<file path="config.mk">
export PLATFORM = sky130hd
export DESIGN_NAME = adv_ram
export DESIGN_NICKNAME = d
export VERILOG_FILES = /design/src/design/adv_ram.sv
export SDC_FILE = /design/constraint.sdc
export NUM_CORES = 1
export LEC_CHECK = 0
export ABC_CLOCK_PERIOD_IN_PS = 2500
export BUFFER_PORTS_ARGS = -buffer_cell sky130_fd_sc_hd__buf_2
export CORE_AREA = 2 2 203 205
export DETAILED_ROUTE_END_ITERATION = 10
export DIE_AREA = 0 0 205 207
export GPL_TIMING_DRIVEN = 0
export PLACE_DENSITY = 0.75
export SYNTH_ARGS = -nofsm -noshare
export SYNTH_HDL_FRONTEND = slang
export SYNTH_SLANG_ARGS = --single-unit
</file>
<file path="constraint.sdc">
create_clock -name i_clk -period 2.5 [get_ports i_clk]
set_input_delay 0.625 -clock i_clk [delete_from_list [all_inputs] [get_ports i_clk]]
set_output_delay 0.625 -clock i_clk [all_outputs]
set_load 0.03 [all_outputs]
</file>
<file path="src/design/adv_ram.sv">
// Generic single-port-write, single-port-read synchronous RAM.
// Read data is registered. No package dependencies.
module adv_ram #(
    parameter int WIDTH = 1,
    parameter int DEPTH = 512
) (
    input  logic                     i_clk,
    input  logic                     i_we,
    input  logic [$clog2(DEPTH)-1:0] i_waddr,
    input  logic [WIDTH-1:0]         i_wdata,
    input  logic [$clog2(DEPTH)-1:0] i_raddr,
    output logic [WIDTH-1:0]         o_rdata
);

    logic [WIDTH-1:0] r_mem [DEPTH];
    logic [WIDTH-1:0] r_rdata;

    always_ff @(posedge i_clk) begin
        if (i_we) begin
            r_mem[i_waddr] <= i_wdata;
        end
        r_rdata <= r_mem[i_raddr];
    end

    assign o_rdata = r_rdata;

endmodule

</file>
==> metrics.md <==
| Metric | Value |
|---|---|
| Outcome | finished, violations left |
| CTS HTree Levels | 2 |
| Failing checks | setup timing |
| Reg-to-Reg End | o_rdata |
| Pwr Density | 712 nW/um2 |
| Yosys cell types | 43 |
| Relative slew slack | 0.273 |
| Ys async rst share | 0 |
| Clock power frac | 0.404 |
| Crit path from | i_raddr[2] |
| Core Util, Final | 0.620 |
| Finished Cell Area | 25000 um2 |
| Placed cells | 2167 |
| Syn Std Cell Area | 22600 um2 |
| Vias in the first global route | 14300 |
| Switching pwr | 0.00393 W |
| Vias post-DR | 14600 |
| Final setup vio count | 1 |
| Least-Margin Pin Slew | 1.09 ns |
| Worst Slack Setup Final | -0.0656 ns |
| Switch share | 0.221 |
| Fill cell count | 2989 |
| Num rows | 74 |
| DRT iter0 DRCs | 2541 |
| Synth warn | 0 |
| R2r worst-path depth | 7 |
| Sequential area share after synthesis | 0.681 |
| DP HPWL | 39700 um |
| Die ar. | 42400 um2 |
| Post-synth EDFFs | 512 |
| Vias per Instance | 6.46 |
| DRC viols | 0 |
| Clock network latency to the later pin of the worst-skew pair | 0.59 ns |
| Worst setup EP type | flop |
| Sequential power share | 0.531 |
| Global-route wire length before repair | 90300 um |
| Startpoint types | primary input |
| Crit path max fanout | 10 |
| Crit path capture | o_rdata |
| Mapped Cells | 1615 |
| Post-DP Area | 23400 um2 |
| Final min period | 2.57 ns |
| Final Wtd Congestion | 0.929 |
| Maximum vdd drop | 0.588 mV |
| Hold Vio Cnt, Final | 0 |
| Clk sinks | 513 |
| Seq cells post-synth | 513 |
| Min-delay worst type | in2reg |
| CTS root buf | clkbuf_16 |
| Post-synth net total | 1636 |
| GR Util All Layers | 0.296 |
| Layout Cells excl Fill | 2260 |
| Leakage power | 7.72 nW |
| Area Overhead vs Synth | 10.8% |
| Clock transition at the registers of the reported paths | 0.06 ns |
| Number of I/O pins | 22 |
| Int Pwr | 0.0139 W |
| CP Class | in2reg |
| Fmax | 390 MHz |
| Hold buffers post-CTS | 0 |
| Slew Limit Fails | 0 |
| Final clock period utilization by the worst path | 1.03 |
| Core area | 40400 um2 |
| Port bufs | 18 |
| Max cap viols | 0 |
| Initial antenna violation count | 2 |
| CTS buffer count | 51 |
| Mean Syn Cell Area | 14.0 um2 |
| CTS tree | yes |
| Die Y | 207 um |
| Reg2reg setup slack | 0.05 ns |
| Maximum clock insertion buffer count | 3 |
| Wire length per cell | 27.5 um |
| Detail Route Antenna Nets | 0 |
| WP data arrival | 2.94 ns |
| Initial Util | 0.560 |
| WL final | 62200 um |
| First drt pass iteration count | 6 |
| Gr ovfl total | 0 |
| Largest net degree at the start of global routing | 199 |
| Hold slack | 0.617 ns |
| Fraction of layout cells with a size suffix above 1 | 0.109 |
| Main synth FF type | edfxtp_1 |
| R2r startpoint | r_mem[209] |
| Nets | 1709 |
| Req. time, crit path | 2.87 ns |
| Clock Skew | 0.0163 ns |
| Chip width | 205 um |
| Place WS | -1.09 ns |
| Logic pwr share | 0.065 |
## kinds of logic after synthesis
logic type | after synthesis | share of synthesized area
simple gates | 627 | 0.108
flops | 513 | 0.681
mux | 188 | 0.127
buf+inv | 142 | 0.0367
compound gates | 145 | 0.0474
## flip-flops by register name, summed over array words and instances (netlist names)
register	cells
o_rdata	1
r_mem	512
## critical path: stages
cell and delay, ns:
buf_2 0.23, clkinv_1 0.41, clkbuf_2 0.46, a21oi_1 0.29
nor4_1 0.09, nor4_1 0.39, a211o_1 0.19, nand4_1 0.25
## through the flow
stage	total power, W	setup TNS [ns]
floorplan	0.0103	0
global placement	0.0108	-2203.20
detailed placement	0.0108	-79.40
CTS	0.0178	0
global route	0.0182	-0.00266
finish	0.0178	-0.0656
## synth_stat cells (all sizes together) (2+ instances only)
| cell | instances | area [um2] |
|---|---|---|
| o22ai | 26 | 163 |
| o211ai | 8 | 65.1 |
| o31ai | 2 | 15.0 |
| nor3b | 5 | 37.5 |
| nor2b | 6 | 37.5 |
| buf | 54 | 492 |
| inv | 3 | 11.3 |
| clkinv | 2 | 7.51 |
| a2111o | 3 | 33.8 |
| o21ai | 8 | 40.0 |
| nor3 | 4 | 20.0 |
| nand3 | 7 | 35.0 |
| a21oi | 35 | 175 |
| nand2 | 58 | 218 |
| mux4 | 72 | 1700 |
| nor4 | 4 | 25.0 |
| edfxtp | 512 | 15400 |
| clkbuf | 82 | 312 |
| and3b | 2 | 17.5 |
| mux2i | 116 | 1160 |
| nor2 | 532 | 2000 |
| nand4 | 2 | 12.5 |
| and3 | 2 | 12.5 |
| o221ai | 58 | 533 |
| and2 | 2 | 12.5 |
## layer usage
metal | up-vias | part of all wire | GRT usage
met5 | - | 0 | 0
met2 | 1045 | 0.47 | 0.456
met1 | 7236 | 0.36 | 0.408
li1 | 6147 | - | -
met4 | 0 | 0.053 | 0.146
met3 | 174 | 0.12 | 0.0570
## power groups by stage
stage                     registers, W  logic (W)  clock network, W
final                          0.00948    0.00115           0.00721
after global routing           0.00947    0.00119           0.00752
after CTS                      0.00948    0.00111           0.00719
after detailed placement       0.00966    0.00110                 0
after global placement         0.00971    0.00107                 0
after floorplan                0.00966   0.000602                 0
## layout make-up
cell class	instances	area [um2]	area share
clock buffer	73	1400	0.0560
tap	532	666	0.0266
multi-input combinational	960	6400	0.256
timing repair buffer	20	155	0.00620
buffer	137	876	0.0350
antenna	2	5.00	0.000200
clock inverter	18	123	0.00490
sequential	513	15400	0.615
inverter	5	18.8	0.000750
## layout by cell type, fill, tap and decap left out, drive strengths merged, types with 3 or more instances in the layout
| cell | count |
|---|---|
| nor3b | 5 |
| a21oi | 35 |
| buf | 71 |
| mux2i | 116 |
| mux4 | 72 |
| o211ai | 8 |
| nor4 | 4 |
| clkbuf | 158 |
| o22ai | 26 |
| a2111o | 3 |
| nand2 | 58 |
| clkinv | 18 |
| edfxtp | 512 |
| o221ai | 58 |
| nor2b | 6 |
| inv | 3 |
| nor3 | 4 |
| o21ai | 8 |
| nor2 | 532 |
| nand3 | 7 |
## timing repair
item | 4_1_cts | 5_1_grt
endpoints found under the setup margin | 1 | 1
resized for setup | 19 | 14
buffers inserted | 0 | 0
## worst min path at each step
stage	from	slack [ns]	end	cells past startpoint
after floorplan	i_wdata	0.72	r_mem[0]	0
after global placement	o_rdata	1.07	o_rdata	1
after detailed placement	o_rdata	1.06	o_rdata	1
after CTS	i_waddr[3]	0.60	r_mem[31]	3
after global routing	i_waddr[3]	0.62	r_mem[31]	3
final	i_wdata	0.62	r_mem[97]	1
Power figures use the tool's default switching activity.
