===== src/design/adv_pkg.sv =====
// Shared types and constants of the adaptive voter step block.
// No dependencies; used by adv_decide and adaptive_voter_model_step_top.
package adv_pkg;

    localparam int VOTER_W = 9;
    localparam int DRAW_W  = 16;
    localparam int PROB_W  = 16;
    localparam int LIMIT_W = 21;
    localparam int ONES_W  = 10;
    localparam int VOTE_W  = 32;
    localparam int DEL_W   = 17;
    localparam int IDLE_W  = 21;
    localparam int CFG_W   = 21;

    localparam logic [PROB_W-1:0]  PROB_RESET  = 16'd19661;
    localparam logic [LIMIT_W-1:0] LIMIT_RESET = 21'd2000000;
    localparam logic [DEL_W-1:0]   DEL_MAX     = '1;
    localparam logic [IDLE_W-1:0]  IDLE_MAX    = '1;

    // Configuration register indexes.
    localparam logic REG_VOTER_PROB = 1'b0;
    localparam logic REG_IDLE_LIMIT = 1'b1;

    typedef enum logic [2:0] {
        OUT_SAME    = 3'd0,
        OUT_NO_EDGE = 3'd1,
        OUT_VOTE    = 3'd2,
        OUT_DELETE  = 3'd3,
        OUT_IGNORED = 3'd4
    } t_outcome;

    // What one sample does to the stored state.
    typedef struct packed {
        t_outcome outcome;
        logic     vote_move;
        logic     edge_delete;
        logic     productive;
    } t_decision;

endpackage


===== src/design/adv_decide.sv =====
// Sample decision: classifies one sample from the opinions and edge row read
// out of memory. Depends on adv_pkg for the outcome codes and decision struct.
module adv_decide #(
    parameter int VOTERS = 512
) (
    input  logic [adv_pkg::VOTER_W-1:0] i_first_voter,
    input  logic [adv_pkg::VOTER_W-1:0] i_second_voter,
    input  logic [adv_pkg::DRAW_W-1:0]  i_move_draw,
    input  logic [adv_pkg::PROB_W-1:0]  i_voter_prob,
    input  logic                        i_finished,
    input  logic                        i_opin_a,
    input  logic                        i_opin_b,
    input  logic [VOTERS-1:0]           i_edge_row,
    input  logic [$clog2(VOTERS)-1:0]   i_col,
    output adv_pkg::t_decision          o_dec
);

    logic out_range;

    // An index beyond the voter count behaves as a missing edge.
    assign out_range = (32'(i_first_voter) >= 32'(VOTERS)) ||
                       (32'(i_second_voter) >= 32'(VOTERS));

    always_comb begin
        o_dec = '{outcome: adv_pkg::OUT_SAME, vote_move: 1'b0,
                  edge_delete: 1'b0, productive: 1'b0};
        if (i_finished) begin
            o_dec.outcome = adv_pkg::OUT_IGNORED;
        end else if (out_range) begin
            o_dec.outcome = adv_pkg::OUT_NO_EDGE;
        end else if (i_opin_a == i_opin_b) begin
            o_dec.outcome = adv_pkg::OUT_SAME;
        end else if (!i_edge_row[i_col]) begin
            o_dec.outcome = adv_pkg::OUT_NO_EDGE;
        end else if (i_move_draw < i_voter_prob) begin
            o_dec.outcome    = adv_pkg::OUT_VOTE;
            o_dec.vote_move  = 1'b1;
            o_dec.productive = 1'b1;
        end else begin
            o_dec.outcome     = adv_pkg::OUT_DELETE;
            o_dec.edge_delete = 1'b1;
            o_dec.productive  = 1'b1;
        end
    end

endmodule


===== config.mk =====
export PLATFORM = sky130hd
export DESIGN_NAME = adv_decide
export DESIGN_NICKNAME = d
export VERILOG_FILES = /design/src/design/adv_pkg.sv /design/src/design/adv_decide.sv
export SDC_FILE = /design/constraint.sdc
export NUM_CORES = 1
export LEC_CHECK = 0
export BUFFER_PORTS_ARGS = -buffer_cell sky130_fd_sc_hd__clkbuf_2
export CORE_AREA = 10 10 219 221
export DETAILED_ROUTE_END_ITERATION = 16
export DIE_AREA = 0 0 229 231
export PLACE_DENSITY = 0.31
export SLEW_MARGIN = 15
export SYNTH_ARGS = -nofsm -noshare
export SYNTH_HDL_FRONTEND = slang
export SYNTH_SLANG_ARGS = --single-unit

===== constraint.sdc =====
create_clock -name vclk -period 2.5
set_input_delay 0.125 -clock vclk [all_inputs]
set_output_delay 0.125 -clock vclk [all_outputs]
set_load 0.03 [all_outputs]

==> results list <==
- For this design the ratio of total power to cell area is 173 nW/µm².
- Number of distinct library cell variants in the gate-level netlist after synthesis: 59
- Count of clock buffers in the final design: 0
- In the global route stage, overall resource usage came out at 14.4%.
- Synthesis produced a netlist whose cell count is 428.
- Once the floorplan was initialized, standard cells occupied 11.2% of the core.
- Hold EP: o_dec[5]
* Worst path buffer plus inverter count: 5
- The worst setup path is captured at a primary output.
- Cell area reported after detailed placement: ~9000 µm²
* Area share of the largest cell type after synthesis: 46.6%
- The worst setup path is of the input port to primary output kind.
- The die is 231 µm tall.
- Ranked by total cell area, the synthesized netlist is headed by mux4_2 47%, mux4_1 8.1%, mux2i_1 7.2%, a22oi_1 4.3%, ha_1 3.8%.
* Final WL: about 40 mm
* Syn nets: 1017
- List of cells traversed by the critical path: buf_6 > buf_12 > buf_12 > mux4_2 > mux2i_1 > buf_4 > mux2i_1 > a32oi_1 > a21oi_1 > nand4_1 > o31ai_4 > and3b_1 > clkbuf_8
* Wire length of the first global-routing pass: 56.8 mm
- Register Area: 0 µm²
- After filler insertion, the fill cell instance count of the layout stands at 4923.
* I/O Pins: 580
- The routed design could run at a clock period as short as between 2 and 3 ns.
- In this run the core area contains 77 standard-cell rows.
* Failing checks: setup timing
* Routed Antenna Nets: 0
* Hold Violations, Final: 0
- Footprint of the multi-input gates: 4710 µm²
* Largest net degree at the start of global routing: 24
- Unrepaired setup endpoints after global routing: true
- Critical-path cell with the highest stage delay: mux2i_1
- Compared with the post-synthesis result, the final layout area differs by 97.1%.
- Crit path DAT: 2.59 ns
* 1st-iter DRT viols: between 200 and 250
* Summed area of non-filler cells in the final layout: slightly below 10000 µm²
- Number of cells in the finished layout apart from fillers: 1653
- Leakage power summed over all cells: 4.69 nW
- Start point of the worst min-delay path: i_finished
- FFs & Latches: 0
- A synthesized cell averages 11.4 µm².
* Critical Path RT: 2.38 ns
- For the pin with the worst max-slew slack, the measured transition is 0.424 ns.
- The die is 229 µm wide.
- Largest stage delay, worst path: 0.37 ns
- For this run, design rule violations remaining after detail routing come to 0.
- Setup-failing EPs final: 5
* Total grt overflow: 0
- The pre-antenna-repair detailed-routing pass consisted of 4 iterations.
- HPWL after detailed placement: roughly 38 mm
- Number of cells on the worst hold path: 2
- In this run the worst hold path is classified as input port to primary output.
* Final Total Pwr: 1.66 mW
- In this run, post-CTS hold repair placed 0 buffers.
* Period Utilization, post-route: 109%
* Number of instances in the placed design: 1639
* Vias after detailed routing: 6748
* Via-to-Cell Ratio: 4.08
- Along the worst path, the maximum fanout reaches 18.
* Cell accounting for the most synthesized area: mux4_2
- The commonest cells after synthesis are 101 x mux4_2, 35 x mux2i_1, 28 x a22oi_1.
* Max-slew violation count: 0
* Share of layout cells above drive strength 1: 78.9%
* Core area: 43700 µm²
- Run status: finished with violations
- In the final routed layout, each cell accounts on average for roughly 24 µm.
* Number of nets in the layout: 1651
- STA classifies the critical path startpoint as an input port.
- The count of buffers added on input and output ports is 562.
- Final WS setup: -0.213 ns
- Worst hold slack: 0.517 ns
- In this run the tightest slew margin relative to its limit is 71.0%.
- Seq/Total Area, Yosys: 0%
- Max-cap check violation count: 0
- Total Negative Setup Slacks: -0.917 ns
- VDD sags by at most between 0.06 and 0.07 mV.
- DP Worst Slack: -0.698 ns
* Count leader, synth: mux4_2
- The via count of the first global-routing pass came to 8106.
- The cell area that synthesis handed to floorplanning was around 5000 µm².
- Die Outline Area: 52900 µm²
* CP top delay family: buffers and inverters
* Achievable clock frequency: 369 MHz
- Number of antenna violations at the first check in global routing: 4
* Yosys warns: 0
* Global placement routability congestion: around 0.83
- Once layout is complete, the utilization of the core stands at around 22%.
## layer usage
layer / GRT usage, % / wire length (µm) / vias up
li1: - / - / 3132
met1: 16.9 / 16400 / 3264
met2: 26.6 / 20500 / 330
met4: 0.766 / 236 / 6
met5: 0 / 34 / -
met3: 4.11 / 3130 / 16
## worst max path at each step
stage | startpoint | end | slack [ns] | depth (start not counted)
after floorplan | i_col[2] | o_dec[4] | 0.01 | 11
after global placement | i_col[0] | o_dec[4] | -0.62 | 14
after detailed placement | i_col[0] | o_dec[0] | -0.70 | 14
after CTS | i_col[0] | o_dec[2] | -0.24 | 13
after global routing | i_col[0] | o_dec[1] | -0.30 | 14
final | i_col[2] | o_dec[1] | -0.21 | 13
## repair_timing
item / 4_1_cts / 5_1_grt
cloned: 2 / 0
buffers inserted: 8 / 3
setup endpoints to repair: 5 / 5
pin swaps: 6 / 13
gates resized for setup: 50 / 33
## cells by family (layout without fill, tap and decap cells)
kind of cell,after synthesis,after routing,share of synthesized area [%]
XOR/XNOR,1,1,0.179
AND/OR/NAND/NOR,91,91,9.76
adder cells (fa/ha/maj),15,15,3.84
AO/OA/AOI/OAI,97,97,14.6
other,0,1,0
multiplexers,156,156,62.9
buffers and inverters,68,700,8.71
## cells in the final DEF (no fill, tap or decap), types with 7 or more instances in the layout
| cell type | count |
|---|---|
| clkbuf_2 | 554 |
| mux4_2 | 104 |
| buf_4 | 92 |
| mux2i_1 | 30 |
| nand2_1 | 27 |
| a22oi_1 | 21 |
| buf_12 | 21 |
| inv_1 | 18 |
| ha_1 | 15 |
| nor2b_1 | 14 |
| mux4_1 | 12 |
| nor2_1 | 11 |
| a21oi_1 | 10 |
| a22oi_2 | 8 |
| a211oi_1 | 7 |
## power by group
part / internal, mW / switching (mW)
logic: 0.968 / 0.696
registers: 0 / 0
clock network: 0.0000000535 / 0
## final cells by class
type / count / area share, %
Multi-Input combinational cell: 360 / 48.9
Timing Repair Buffer: 681 / 42.7
Tap cell: 592 / 7.69
Antenna cell: 1 / 0.0260
Inverter: 19 / 0.741
(Power assumes the default switching activity.)
